<file path="config.mk">
export PLATFORM = sky130hd
export DESIGN_NAME = fen_position_parser
export DESIGN_NICKNAME = d
export VERILOG_FILES = /design/src/rtl/core/fpp_pkg.sv /design/src/rtl/core/fen_position_parser.sv
export SDC_FILE = /design/constraint.sdc
export NUM_CORES = 1
export LEC_CHECK = 0
export ABC_AREA = 1
export BUFFER_PORTS_ARGS = -buffer_cell sky130_fd_sc_hd__clkbuf_2
export CORE_AREA = 5 5 113 125
export DETAILED_ROUTE_END_ITERATION = 12
export DIE_AREA = 0 0 118 130
export GPL_ROUTABILITY_DRIVEN = 0
export HOLD_SLACK_MARGIN = 0.05
export PLACE_DENSITY = 0.78
export SKIP_LAST_GASP = 1
export SLEW_MARGIN = 15
export SYNTH_ARGS = -nofsm -noshare
export SYNTH_HDL_FRONTEND = slang
export SYNTH_SLANG_ARGS = --single-unit
</file>
<file path="constraint.sdc">
create_clock -name clk -period 9.8 [get_ports clk]
set_input_delay 0.49 -clock clk [delete_from_list [all_inputs] [get_ports clk]]
set_output_delay 0.49 -clock clk [all_outputs]
set_load 0.05 [all_outputs]
</file>
<file path="src/rtl/core/fpp_pkg.sv">
package fpp_pkg;

  // Character codes used by the parser.
  localparam logic [7:0] CH_ZERO  = "0";
  localparam logic [7:0] CH_ONE   = "1";
  localparam logic [7:0] CH_EIGHT = "8";
  localparam logic [7:0] CH_NINE  = "9";
  localparam logic [7:0] CH_WHITE = "w";
  localparam logic [7:0] CH_BLACK = "b";
  localparam logic [7:0] CH_SLASH = "/";
  localparam logic [7:0] CH_DASH  = "-";
  localparam logic [7:0] CH_SPACE = " ";
  localparam logic [7:0] CH_FILE_A = "a";
  localparam logic [7:0] CH_FILE_H = "h";
  localparam logic [7:0] CH_WK = "K";
  localparam logic [7:0] CH_WQ = "Q";
  localparam logic [7:0] CH_BK = "k";
  localparam logic [7:0] CH_BQ = "q";

  localparam logic [15:0] CNT_MAX = 16'hFFFF;

  // Parser phases.
  localparam logic [2:0] PH_PLACE  = 3'd0;
  localparam logic [2:0] PH_SIDE   = 3'd1;
  localparam logic [2:0] PH_SIDESP = 3'd2;
  localparam logic [2:0] PH_CASTLE = 3'd3;
  localparam logic [2:0] PH_EP     = 3'd4;
  localparam logic [2:0] PH_HALF   = 3'd5;
  localparam logic [2:0] PH_MOVE   = 3'd6;
  localparam logic [2:0] PH_SKIP   = 3'd7;

  // Result kinds.
  localparam logic [1:0] KIND_PLACE = 2'd0;
  localparam logic [1:0] KIND_SUMMARY = 2'd1;
  localparam logic [1:0] KIND_ERROR = 2'd2;

  // Castling right bit positions.
  localparam int CR_WK = 0;
  localparam int CR_WQ = 1;
  localparam int CR_BK = 2;
  localparam int CR_BQ = 3;

  localparam logic [3:0] FILES_FULL = 4'd8;

  typedef struct packed {
    logic       hit;
    logic [3:0] code;
  } piece_dec_t;

  // Maps a piece letter to its code; hit is low for any other character.
  function automatic piece_dec_t piece_decode(input logic [7:0] c);
    piece_dec_t d;
    d.hit = 1'b1;
    d.code = 4'd0;
    case (c)
      "P": d.code = 4'd0;
      "N": d.code = 4'd1;
      "B": d.code = 4'd2;
      "R": d.code = 4'd3;
      "Q": d.code = 4'd4;
      "K": d.code = 4'd5;
      "p": d.code = 4'd6;
      "n": d.code = 4'd7;
      "b": d.code = 4'd8;
      "r": d.code = 4'd9;
      "q": d.code = 4'd10;
      "k": d.code = 4'd11;
      default: d.hit = 1'b0;
    endcase
    return d;
  endfunction

  // value * 10 + digit, saturating at the 16-bit maximum.
  function automatic logic [15:0] add_digit(input logic [15:0] v, input logic [3:0] d);
    logic [19:0] n;
    n = 20'({v, 3'b000}) + 20'({v, 1'b0}) + 20'(d);
    return (n > 20'(CNT_MAX)) ? CNT_MAX : n[15:0];
  endfunction

endpackage

</file>
<file path="src/rtl/core/fen_position_parser.sv">
// A result appears in the output register in the cycle after the transfer of
// the character that causes it.
// Throughput: one character per cycle; the only thing that holds the input back is
// a result waiting in the output register while out_stall is high.
// Reset: synchronous, active low rst_n; the parser returns to the piece placement
// field at rank 8, file a, with all flags and counters cleared and no result held.
module fen_position_parser
  import fpp_pkg::*;
(
  input  logic        clk,
  input  logic        rst_n,
  input  logic        in_valid,
  output logic        in_stall,
  input  logic [7:0]  in_char_in,
  input  logic        in_end_of_string,
  output logic        out_valid,
  input  logic        out_stall,
  output logic [1:0]  out_kind,
  output logic [3:0]  out_piece,
  output logic [5:0]  out_square,
  output logic        out_white_to_move,
  output logic [3:0]  out_castle_rights,
  output logic        out_ep_valid,
  output logic [5:0]  out_ep_square,
  output logic [15:0] out_halfmove_clock,
  output logic [15:0] out_move_number
);

  // Parser state. Every field is updated only on an input transfer.
  logic [2:0]  phase_r, phase_nxt;
  logic [3:0]  file_pos_r, file_pos_nxt;
  logic [2:0]  rank_pos_r, rank_pos_nxt;
  logic        side_flag_r, side_flag_nxt;
  logic [3:0]  castle_bits_r, castle_bits_nxt;
  logic        ep_flag_r, ep_flag_nxt;
  logic [5:0]  ep_sq_r, ep_sq_nxt;
  logic [15:0] half_count_r, half_count_nxt;
  logic [15:0] move_count_r, move_count_nxt;
  logic        digits_seen_r, digits_seen_nxt;

  // Result register. It decouples the two channels so that a new character can be
  // taken in the same cycle as the held result is transferred out.
  logic        out_valid_r;
  logic [1:0]  kind_r, kind_nxt;
  logic [3:0]  piece_r, piece_nxt;
  logic [5:0]  square_r, square_nxt;
  logic        wtm_r, wtm_nxt;
  logic [3:0]  castle_r, castle_nxt;
  logic        epv_r, epv_nxt;
  logic [5:0]  eps_r, eps_nxt;
  logic [15:0] half_r, half_nxt;
  logic [15:0] move_r, move_nxt;
  logic        res_valid;

  logic        in_xfer;
  piece_dec_t  pdec;
  logic        err;
  logic        place;
  logic [4:0]  new_file;
  logic [15:0] cnt_sel;
  logic [15:0] cnt_upd;

  // The input waits only while a finished result is held and the consumer stalls.
  assign in_stall = out_valid_r & out_stall;
  assign in_xfer  = in_valid & ~in_stall;

  always_comb begin
    phase_nxt       = phase_r;
    file_pos_nxt    = file_pos_r;
    rank_pos_nxt    = rank_pos_r;
    side_flag_nxt   = side_flag_r;
    castle_bits_nxt = castle_bits_r;
    ep_flag_nxt     = ep_flag_r;
    ep_sq_nxt       = ep_sq_r;
    half_count_nxt  = half_count_r;
    move_count_nxt  = move_count_r;
    digits_seen_nxt = digits_seen_r;
    err   = 1'b0;
    place = 1'b0;
    pdec  = piece_decode(in_char_in);
    new_file = {1'b0, file_pos_r} + {1'b0, in_char_in[3:0]};

    // One shared multiply-by-ten unit serves whichever counter is being read.
    cnt_sel = (phase_r == PH_HALF) ? half_count_r : move_count_r;
    cnt_upd = add_digit(cnt_sel, in_char_in[3:0]);

    kind_nxt   = KIND_PLACE;
    piece_nxt  = 4'd0;
    square_nxt = 6'd0;
    wtm_nxt    = 1'b0;
    castle_nxt = 4'd0;
    epv_nxt    = 1'b0;
    eps_nxt    = 6'd0;
    half_nxt   = 16'd0;
    move_nxt   = 16'd0;
    res_valid  = 1'b0;

    case (phase_r)
      PH_PLACE: begin
        if (pdec.hit) begin
          // A piece on a rank whose eight files are already filled is an error.
          if (file_pos_r[3]) begin
            err = 1'b1;
          end else begin
            place        = 1'b1;
            piece_nxt    = pdec.code;
            square_nxt   = {rank_pos_r, file_pos_r[2:0]};
            file_pos_nxt = file_pos_r + 4'd1;
          end
        end else if (in_char_in inside {[CH_ONE:CH_EIGHT]}) begin
          if (new_file > 5'(FILES_FULL)) begin
            err = 1'b1;
          end else begin
            file_pos_nxt = new_file[3:0];
          end
        end else if (in_char_in == CH_SLASH) begin
          if (file_pos_r != FILES_FULL || rank_pos_r == 3'd0) begin
            err = 1'b1;
          end else begin
            rank_pos_nxt = rank_pos_r - 3'd1;
            file_pos_nxt = 4'd0;
          end
        end else if (in_char_in == CH_SPACE && file_pos_r == FILES_FULL &&
                     rank_pos_r == 3'd0) begin
          phase_nxt = PH_SIDE;
        end else begin
          err = 1'b1;
        end
      end
      PH_SIDE: begin
        if (in_char_in == CH_WHITE) begin
          side_flag_nxt = 1'b1;
          phase_nxt     = PH_SIDESP;
        end else if (in_char_in == CH_BLACK) begin
          side_flag_nxt = 1'b0;
          phase_nxt     = PH_SIDESP;
        end else begin
          err = 1'b1;
        end
      end
      PH_SIDESP: begin
        if (in_char_in == CH_SPACE) begin
          phase_nxt       = PH_CASTLE;
          digits_seen_nxt = 1'b0;
        end else begin
          err = 1'b1;
        end
      end
      PH_CASTLE: begin
        // Here digits_seen means at least one castling character was given.
        if (in_char_in == CH_SPACE) begin
          if (!digits_seen_r) begin
            err = 1'b1;
          end else begin
            phase_nxt       = PH_EP;
            digits_seen_nxt = 1'b0;
            ep_flag_nxt     = 1'b0;
          end
        end else if (in_char_in == CH_WK) begin
          castle_bits_nxt[CR_WK] = 1'b1;
          digits_seen_nxt = 1'b1;
        end else if (in_char_in == CH_WQ) begin
          castle_bits_nxt[CR_WQ] = 1'b1;
          digits_seen_nxt = 1'b1;
        end else if (in_char_in == CH_BK) begin
          castle_bits_nxt[CR_BK] = 1'b1;
          digits_seen_nxt = 1'b1;
        end else if (in_char_in == CH_BQ) begin
          castle_bits_nxt[CR_BQ] = 1'b1;
          digits_seen_nxt = 1'b1;
        end else if (in_char_in == CH_DASH) begin
          digits_seen_nxt = 1'b1;
        end else begin
          err = 1'b1;
        end
      end
      PH_EP: begin
        // digits_seen marks a complete field; only the closing space may follow.
        if (digits_seen_r) begin
          if (in_char_in == CH_SPACE) begin
            phase_nxt       = PH_HALF;
            digits_seen_nxt = 1'b0;
          end else begin
            err = 1'b1;
          end
        end else if (!ep_flag_r) begin
          if (in_char_in == CH_DASH) begin
            digits_seen_nxt = 1'b1;
          end else if (in_char_in inside {[CH_FILE_A:CH_FILE_H]}) begin
            ep_sq_nxt   = {3'd0, in_char_in[2:0] - 3'd1};
            ep_flag_nxt = 1'b1;
          end else begin
            err = 1'b1;
          end
        end else if (in_char_in inside {[CH_ONE:CH_EIGHT]}) begin
          ep_sq_nxt       = {in_char_in[2:0] - 3'd1, ep_sq_r[2:0]};
          digits_seen_nxt = 1'b1;
        end else begin
          err = 1'b1;
        end
      end
      PH_HALF: begin
        if (in_char_in inside {[CH_ZERO:CH_NINE]}) begin
          half_count_nxt  = cnt_upd;
          digits_seen_nxt = 1'b1;
        end else if (in_char_in == CH_SPACE && digits_seen_r) begin
          phase_nxt       = PH_MOVE;
          digits_seen_nxt = 1'b0;
        end else begin
          err = 1'b1;
        end
      end
      PH_MOVE: begin
        if (in_char_in inside {[CH_ZERO:CH_NINE]}) begin
          move_count_nxt  = cnt_upd;
          digits_seen_nxt = 1'b1;
        end else begin
          err = 1'b1;
        end
      end
      default: begin
        // Skipping the rest of a string that already produced an error.
      end
    endcase

    // Result selection: nothing while skipping, then error, then the end of the
    // string (summary or error), then a piece placement.
    if (phase_r == PH_SKIP) begin
      res_valid = 1'b0;
    end else if (err) begin
      res_valid = 1'b1;
      kind_nxt  = KIND_ERROR;
      phase_nxt = PH_SKIP;
    end else if (in_end_of_string) begin
      res_valid  = 1'b1;
      piece_nxt  = 4'd0;
      square_nxt = 6'd0;
      if (phase_nxt == PH_MOVE && digits_seen_nxt) begin
        kind_nxt   = KIND_SUMMARY;
        wtm_nxt    = side_flag_nxt;
        castle_nxt = castle_bits_nxt;
        epv_nxt    = ep_flag_nxt;
        eps_nxt    = ep_flag_nxt ? ep_sq_nxt : 6'd0;
        half_nxt   = half_count_nxt;
        move_nxt   = move_count_nxt;
      end else begin
        kind_nxt = KIND_ERROR;
      end
    end else if (place) begin
      res_valid = 1'b1;
      kind_nxt  = KIND_PLACE;
    end

    if (kind_nxt == KIND_ERROR) begin
      piece_nxt  = 4'd0;
      square_nxt = 6'd0;
    end

    // The final character returns the parser to its starting state.
    if (in_end_of_string) begin
      phase_nxt       = PH_PLACE;
      file_pos_nxt    = 4'd0;
      rank_pos_nxt    = 3'd7;
      side_flag_nxt   = 1'b0;
      castle_bits_nxt = 4'd0;
      ep_flag_nxt     = 1'b0;
      ep_sq_nxt       = 6'd0;
      half_count_nxt  = 16'd0;
      move_count_nxt  = 16'd0;
      digits_seen_nxt = 1'b0;
    end
  end

  always_ff @(posedge clk) begin
    if (!rst_n) begin
      phase_r       <= PH_PLACE;
      file_pos_r    <= 4'd0;
      rank_pos_r    <= 3'd7;
      side_flag_r   <= 1'b0;
      castle_bits_r <= 4'd0;
      ep_flag_r     <= 1'b0;
      ep_sq_r       <= 6'd0;
      half_count_r  <= 16'd0;
      move_count_r  <= 16'd0;
      digits_seen_r <= 1'b0;
      out_valid_r   <= 1'b0;
    end else begin
      if (in_xfer) begin
        phase_r       <= phase_nxt;
        file_pos_r    <= file_pos_nxt;
        rank_pos_r    <= rank_pos_nxt;
        side_flag_r   <= side_flag_nxt;
        castle_bits_r <= castle_bits_nxt;
        ep_flag_r     <= ep_flag_nxt;
        ep_sq_r       <= ep_sq_nxt;
        half_count_r  <= half_count_nxt;
        move_count_r  <= move_count_nxt;
        digits_seen_r <= digits_seen_nxt;
        // A transfer in implies any held result is being taken this cycle.
        out_valid_r   <= res_valid;
      end else if (!out_stall) begin
        out_valid_r <= 1'b0;
      end
    end
  end

  // Result payload carries no reset; it is qualified by out_valid_r.
  always_ff @(posedge clk) begin
    if (in_xfer && res_valid) begin
      kind_r   <= kind_nxt;
      piece_r  <= piece_nxt;
      square_r <= square_nxt;
      wtm_r    <= wtm_nxt;
      castle_r <= castle_nxt;
      epv_r    <= epv_nxt;
      eps_r    <= eps_nxt;
      half_r   <= half_nxt;
      move_r   <= move_nxt;
    end
  end

  assign out_valid          = out_valid_r;
  assign out_kind           = kind_r;
  assign out_piece          = piece_r;
  assign out_square         = square_r;
  assign out_white_to_move  = wtm_r;
  assign out_castle_rights  = castle_r;
  assign out_ep_valid       = epv_r;
  assign out_ep_square      = eps_r;
  assign out_halfmove_clock = half_r;
  assign out_move_number    = move_r;

endmodule
</file>
Yosys cells after proc, flatten, opt, wreduce, memory -nomap -nowiden:

Index checks and enable logic that the tools add are counted.

* bits of input ports: 13
* logic and storage cells: 232
* bits in registers: 112

* $add $sub $neg: 6
* reductions and logical operators: 20
* magnitude comparators: 8
* mux-type cells: 137
* eq/ne operators: 34
* bitwise gates (word level): 6

Operator list (number)
* 2-to-1 mux 16 bit: 8
* == test 8 x 7 -> 1 bit, second input constant: 13
* 2-to-1 mux 6 bit: 13
* 2-to-1 mux 3 bit: 23
* 2-to-1 mux 4 bit: 17
* 2-to-1 mux 1 bit: 66
* case mux 4 bit (11 select lines): 1
* == test 8 x 6 -> 1 bit, second input constant: 3
* adder 19 x 17 -> 20 bit: 1
* adder 20 x 4 -> 20 bit: 1
* greater-than comparator 20 x 16 -> 1 bit, second input constant: 1
* case mux 3 bit (6 select lines): 1
* greater-or-equal comparator 8 x 6 -> 1 bit, second input constant: 2
* <= comparator 8 x 6 -> 1 bit, second input constant: 2
* == test 3 bit, second input constant: 5
* AND reduction 6 bit: 2
* OR reduction 12 bit: 1
* 2-to-1 mux 2 bit: 5
* greater-or-equal comparator 8 x 7 -> 1 bit, second input constant: 1
* <= comparator 8 x 7 -> 1 bit, second input constant: 1
* logical AND 1 bit: 8
* != test 4 bit, second input constant: 2
* case mux 1 bit (7 select lines): 1
* == test 3 x 2 -> 1 bit, second input constant: 2
* 22 further kinds: 31

Logic depth before layout (Yosys ltp):

Gate-level depths: netlist of run 1.

* depth after elaboration: 15
* mapped depth: 22
* depth with buffers taken out: 20

Worst setup path after synthesis of run 1:

No wires, ideal clock.

* kind: reg2reg
* start: register phase_r[1]
* end: register move_r[10] (netlist: out_move_number[10]) (data pin)
* slack: 6.180 ns
* arrival: 3.370 ns
* period minus slack after synthesis: 3.620 ns
* library setup time: 0.251 ns
* stages on the path, launching flop included: 23
* data required time: 9.549 ns
* path through: dfxtp_1 > inv_1 > nand3_2 > clkbuf_1 > nand2_1 > o21ai_0 > inv_1 > fa_1 > inv_1 > fa_1 > nand3_1 > nand3_1 > nand2_1 > nand2_1 > nand2_1 > nand2_1 > nand2_1 > nand2_1 > nor2_1 > clkbuf_1 > nand4_1 > nand2_1 > nor2_2

* longest elaborated chain between the ends: 9
* elaborated cells between the ends (all ways): 35
* classes of those cells: add/sub (2); order compare (1); eq/ne (8); mux (20); bitwise (1); reduce/logical (3)

RTL lines
* from (decl): line fen_position_parser.sv:30 `logic [2:0] phase_r, phase_nxt;`
* from (signal assigned): line fen_position_parser.sv:289 `phase_r <= phase_nxt;`
* branches (longest 9 deep; another with adder 19 x 17 -> 20 bit)
* to (signal assigned): line fen_position_parser.sv:318 `move_r <= move_nxt;`
* to (decl): line fen_position_parser.sv:52 `logic [15:0] move_r, move_nxt;`

Parallel ways; which one is timed is not known.
A chain may end at the register's enable or synchronous reset.

Worst setup path after layout of run 1:

* start: register phase_r[2]
* end: register move_r[6] (netlist: out_move_number[6]) (data pin)

Same word-level chain as after synthesis.

==> flow_summary.json, run 1 <==
{
  "reg2reg_from": "phase_r[2]",
  "vias": 6995,
  "synthFlopType": "edfxtp_1",
  "antennaDiodeCount": 0,
  "synth_xor_area_share_pct": 1.41,
  "grt_max_degree": 49,
  "avgSynthCellArea_um2": 7.15,
  "yosysWarnings": 0,
  "placed_area_um2": 7890,
  "hold_slack_ps": 409,
  "cts_resized": 0,
  "reg2reg_depth": 19,
  "cts-hold-fix-buffers": 0,
  "relSlewSlack_pct": 29.5,
  "min-delay-start": "out_stall",
  "drc": 0,
  "syn_area_um2": 7460,
  "synth_fa_ha_area_share_pct": 8.19,
  "die-area_um2": 15300,
  "grt_pass1_wl_um": 32000,
  "muxShareOfSynthArea_pct": 0,
  "min_to": "out_valid",
  "drt_first_pass_iters": 5,
  "power_density_nw_per_um2": 134,
  "drive_gt1_share_pct": 14.8,
  "worst-endpoint-arrival_ps": 4910,
  "final_util_pct": 65.0,
  "status": "finished, final reports clean",
  "yosys-top-cells-count": "nand2_1, inv_1, nor2_1, nand3_1, a21oi_1",
  "tightest_slew_ps": 1050,
  "fmaxAchievable_mhz": 207,
  "synth_most_common_cell": "nand2_1",
  "drt-total-wl_um": 19100,
  "cts.sinks": 112,
  "drv_slew": 0,
  "maxCapViolations": 0,
  "synth_top_family_by_area": "simple AND/OR/NAND/NOR gates",
  "synth-edff-count": 56,
  "routed_via_density": 5.56,
  "regToRegEndpoint": "out_move_number[6]",
  "syn_to_final_growth_pct": 9.78,
  "fin_skew_ps": 9.22,
  "cp_top_family": "simple AND/OR/NAND/NOR gates",
  "fp.dieH_um": 130,
  "cts_tree": "yes",
  "peakVddDrop_uv": 119,
  "synth_top_area_cell": "edfxtp_1",
  "synth_cell_type_count": 45,
  "place.port_buffers": 70,
  "critPathKind": "flop to flop",
  "syn-instance-count": 1043,
  "antenna_found_initial": 0,
  "holdCritPathClass": "input pin to flop",
  "seq_area_frac_synth_pct": 37.6,
  "drt-initial-drc-count": 596,
  "cts_buffer_depth": 2,
  "hpwl_um": 14100,
  "rows": 43,
  "grt_pass1_vias": 6785,
  "async_flop_share_pct": 0,
  "whs_path_depth": 3,
  "design_area_um2": 8190,
  "r2r_setup_slack_ps": 4980,
  "crit_path_start_kind": "flop",
  "fin_crit_ps": 4820,
  "ys_ff_latch": 112,
  "clk_latency_ps": 370,
  "grt_use_total_pct": 25.4,
  "postRouteAntennaNets": 0,
  "cp_slowest_cell": "nand3_2",
  "syn-num-nets": 1103,
  "rsz0062_at_grt": "false",
  "synth-compound-area-share_pct": 8.76,
  "layout.nets": 1156,
  "die_x_um": 118,
  "cts_buffers": 9,
  "fin_tns_setup_ps": 0,
  "path_cells": "nand3_2, o21ai_0, inv_1, fa_1, inv_1, fa_1, nand3_1, nand3_1, nand2_1, nand2_1, nand2_1, nand2_1, nand2_1, nand2_1, nor2_2, buf_4, nand4_1, nand2_1, nor2_2",
  "hold_viol_final": 0,
  "leakagePower_nw": 3.76,
  "drt-wirelength-per-cell_um": 15.2,
  "path_max_fanout": 35,
  "cpMostUsedCell": "nand2_1",
  "start_util_pct": 59.3,
  "min_period_over_period_pct": 49.2,
  "postCtsSetupBuffers": 0,
  "overflow": 0,
  "worstSetupEndpointType": "flop",
  "crit_required_ps": 9890,
  "setup_viol": 0,
  "coreArea_um2": 12600,
  "ios": 71,
  "cts_root_buf": "clkbuf_16",
  "clk_pin_slew_ps": 80,
  "synth-simple-area-share_pct": 35.5,
  "synth_top_area_share_pct": 22.5,
  "max_stage_delay_ps": 540,
  "crit_buf_inv": 3,
  "synth.area.top_cells": "edfxtp_1, nand2_1, dfxtp_1",
  "htreeDepth": 3
}
==> worst reg2reg max path: cells and delay by family, from the launching register on <==
kind / cells / cell delay (ps)
DFF: 1 / 470
AOI/OAI and AO/OA: 1 / 470
buffers and inverters: 3 / 520
adders and majority gates: 2 / 950
and+or+nand+nor: 13 / 2130
==> where the power goes <==
part / total (mW) / switching (mW) / internal [mW]
sequential: 0.528 / 0.0107 / 0.517
clock: 0.370 / 0.189 / 0.180
combinational: 0.202 / 0.159 / 0.0430
==> final cells by class <==
cell class	instances	area [µm²]
multi-input cells	771	4030
clock buffers	9	225
clock inverters	7	70.1
flip-flops and latches	112	2800
fillers	1132	4400
repair buffers	76	395
well taps	157	196
inverters	126	473
==> how the worst max path moves through the flow <==
stage / end / cells after the start / from / slack (ps)
final: out_move_number[6] / 19 / phase_r[2] / 4980
after global routing: out_move_number[6] / 19 / phase_r[2] / 4550
after CTS: out_move_number[6] / 19 / phase_r[2] / 5050
after detailed placement: out_move_number[6] / 19 / phase_r[2] / 5090
after global placement: out_halfmove_clock[9] / 19 / phase_r[2] / 5250
after floorplan: out_move_number[10] / 22 / phase_r[1] / 6180
==> kinds of logic (layout without fill, tap and decap cells) <==
kind of cell,after synthesis,count (layout)
AND/OR/NAND/NOR,589,589
buffers and inverters,160,218
AO/OA/AOI/OAI,123,123
flip-flops,112,112
XOR/XNOR,12,12
adder cells (fa/ha/maj),47,47
==> per-stage QoR <==
stage | instances | total power [mW] | setup slack [ps]
after global routing | 1258 | 1.14 | 4550
after CTS | 1258 | 1.10 | 5050
after global placement | 1242 | 0.738 | 5250
after floorplan | 1043 | 0.691 | 6180
after detailed placement | 1242 | 0.741 | 5090
final | 1258 | 1.10 | 4980
==> state kept, by name, summed over array words and instances, names as in the netlist <==
register and flops:
out_valid 1, side_flag_r 1, file_pos_r 4, half_count_r 16, out_ep_square 6, out_castle_rights 4
ep_flag_r 1, out_kind 2, out_square 6, out_ep_valid 1, rank_pos_r 3, out_piece 4
digits_seen_r 1, move_count_r 16, castle_bits_r 4, out_halfmove_clock 16, ep_sq_r 6, out_move_number 16
out_white_to_move 1, phase_r 3
==> routing by layer <==
layer | routed length [µm] | up-vias | GRT usage (%)
met1 | 7770 | 3189 | 29.7
met3 | 1050 | 50 | 3.42
li1 | - | 3518 | -
met5 | 0 | - | 0
met4 | 629 | 0 | 12.0
met2 | 9640 | 238 | 46.3
==> placed cells by master, fill, tap and decap left out, drive strengths merged <==
cell type and count:
fa 3, or2 18, clkbuf 79, nand3b 6, dfxtp 56, a31oi 5, o211ai 2, nand3 79
o21ai 40, inv 129, nand4 40, a21oi 67, xor2 2, xnor2 10, buf 6, nand2 308
a221oi 1, clkinv 4, nor2 124, ha 44, o2111ai 1, nor3 13, a21o 1, o21a 1
edfxtp 56, o21bai 2, and2 1, o22ai 2, o31ai 1
(Power assumes the default switching activity.)
==> run 2, diff against run 1 <==
- clock period: 9.8 -> 4.65 ns (I/O delays scaled with it)
==> run 2 against run 1 <==
Non-clock buffer count rose by 5. Total power up 110%. Worst hold slack worse by 260 ps. First-iteration DRC count down 14%. Global-route usage shrank 0.077 points. Final cell count is 0.40% higher. Critical path depth did not move. Critical path type unchanged. Largest cell class unchanged.
==> flow_summary.json, run 2 (synthesis results as in run 1) <==
{
  "cts_resized": 0,
  "whs_path_depth": 3,
  "max_stage_delay_ps": 490,
  "fin_crit_ps": 4030,
  "mostFrequentLayoutCells": "nand2_1, inv_1, nor2_1",
  "grt_use_total_pct": 25.3,
  "clk_latency_ps": 370,
  "fin_skew_ps": 8.80,
  "cp_slowest_cell": "fa_1",
  "setup_viol": 0,
  "cts_buffers": 9,
  "grt_max_degree": 49,
  "die-area_um2": 15300,
  "holdCritPathClass": "input pin to flop",
  "placed_area_um2": 7940,
  "grt_pass1_wl_um": 31800,
  "worst-endpoint-arrival_ps": 4140,
  "power_density_nw_per_um2": 281,
  "postRouteAntennaNets": 0,
  "cts.sinks": 112,
  "htreeDepth": 3,
  "drt-wirelength-per-cell_um": 15.3,
  "crit_path_start_kind": "flop",
  "status": "finished, final reports clean",
  "peakVddDrop_uv": 240,
  "p_total_mw": 2.31,
  "overflow": 0,
  "layout_commonest_cell": "nand2_1",
  "syn_to_final_growth_pct": 10.4,
  "cts_root_buf": "clkbuf_16",
  "antennaDiodeCount": 0,
  "die_x_um": 118,
  "place.port_buffers": 70,
  "hpwl_um": 14400,
  "worstSetupEndpointType": "flop",
  "hold_viol_final": 0,
  "critPathKind": "flop to flop",
  "crit_required_ps": 4760,
  "drt-total-wl_um": 19300,
  "drt-initial-drc-count": 514,
  "leakagePower_nw": 3.79,
  "antenna_found_initial": 0,
  "clk_pin_slew_ps": 80,
  "routed_via_density": 5.61,
  "grt_pass1_vias": 6751,
  "ios": 71,
  "drv_slew": 0,
  "fmaxAchievable_mhz": 248,
  "min_period_over_period_pct": 86.6,
  "design_area_um2": 8240,
  "cpMostUsedCell": "nand2_1",
  "start_util_pct": 59.3,
  "postCtsSetupBuffers": 0,
  "vias": 7091,
  "drt_first_pass_iters": 6,
  "fin_tns_setup_ps": 0,
  "cts_buffer_depth": 2,
  "fp.dieH_um": 130,
  "layout.nets": 1161,
  "drive_gt1_share_pct": 15.1,
  "coreArea_um2": 12600,
  "maxCapViolations": 0,
  "path_cells": "nand3_2, o21ai_0, inv_1, fa_1, inv_1, fa_1, nand3_1, nand3_1, nand2_1, nand2_1, nand2_1, nand2_1, nand2_1, nand2_1, nor2_2, buf_4, nand4_1, nand2_1, nor2_2",
  "drc": 0,
  "cts-hold-fix-buffers": 0,
  "rsz0062_at_grt": "false",
  "cts_tree": "yes",
  "fillCellCount": 1153,
  "tightest_slew_ps": 898,
  "relSlewSlack_pct": 40.1,
  "path_max_fanout": 32,
  "reg2reg_depth": 19,
  "rows": 43
}
run 2: routing by layer:
layer	wire, µm	global-route usage (%)	vias up
met2	9940	47.4	217
li1	-	-	3536
met1	7810	29.4	3295
met3	1030	3.51	43
met4	532	9.99	0
met5	0	0	-
run 2: metrics by stage:
stage / utilization, % / hold slack, ps / setup WS [ps] / std cells
floorplan: - / 350 / 1030 / 1043
global placement: 63.1 / 452 / 760 / 1247
detailed placement: 63.1 / 456 / 659 / 1247
CTS: 65.4 / 142 / 604 / 1263
global route: 65.4 / 168 / 242 / 1263
finish: 65.4 / 147 / 622 / 1263
run 2: path summary, 6_finish.rpt:
check	start	to	slack (ps)
hold reg to reg	half_count_r[10]	half_count_r[10]	470
setup / recovery	phase_r[2]	out_move_number[12]	620
setup reg to reg	phase_r[2]	out_move_number[12]	620
hold / removal	out_stall	out_valid	150
run 2: worst max-delay path: cells and delay by family (launching register included):
family                     cells  cell delay [ps]
adders and majority gates      2              970
and+or+nand+nor               13             1490
DFF                            1              470
buffers and inverters          3              500
AOI/OAI and AO/OA              1              350
run 2: final cells by class:
class	instances	area (µm²)	share of cell area (%)
clock buffer	10	229	2.78
clock inverter	6	62.6	0.760
inverter	126	473	5.74
multi-input combinational	771	4030	48.9
sequential	112	2800	34.0
tap	157	196	2.39
timing repair buffer	81	445	5.41
run 2: report_power, final:
part | leakage, nW | total, mW | switching (mW) | internal (mW)
clock | 0.142 | 0.771 | 0.392 | 0.379
combinational | 2.63 | 0.428 | 0.335 | 0.0938
sequential | 1.01 | 1.11 | 0.0239 | 1.09
total | 3.79 | 2.31 | 0.751 | 1.56
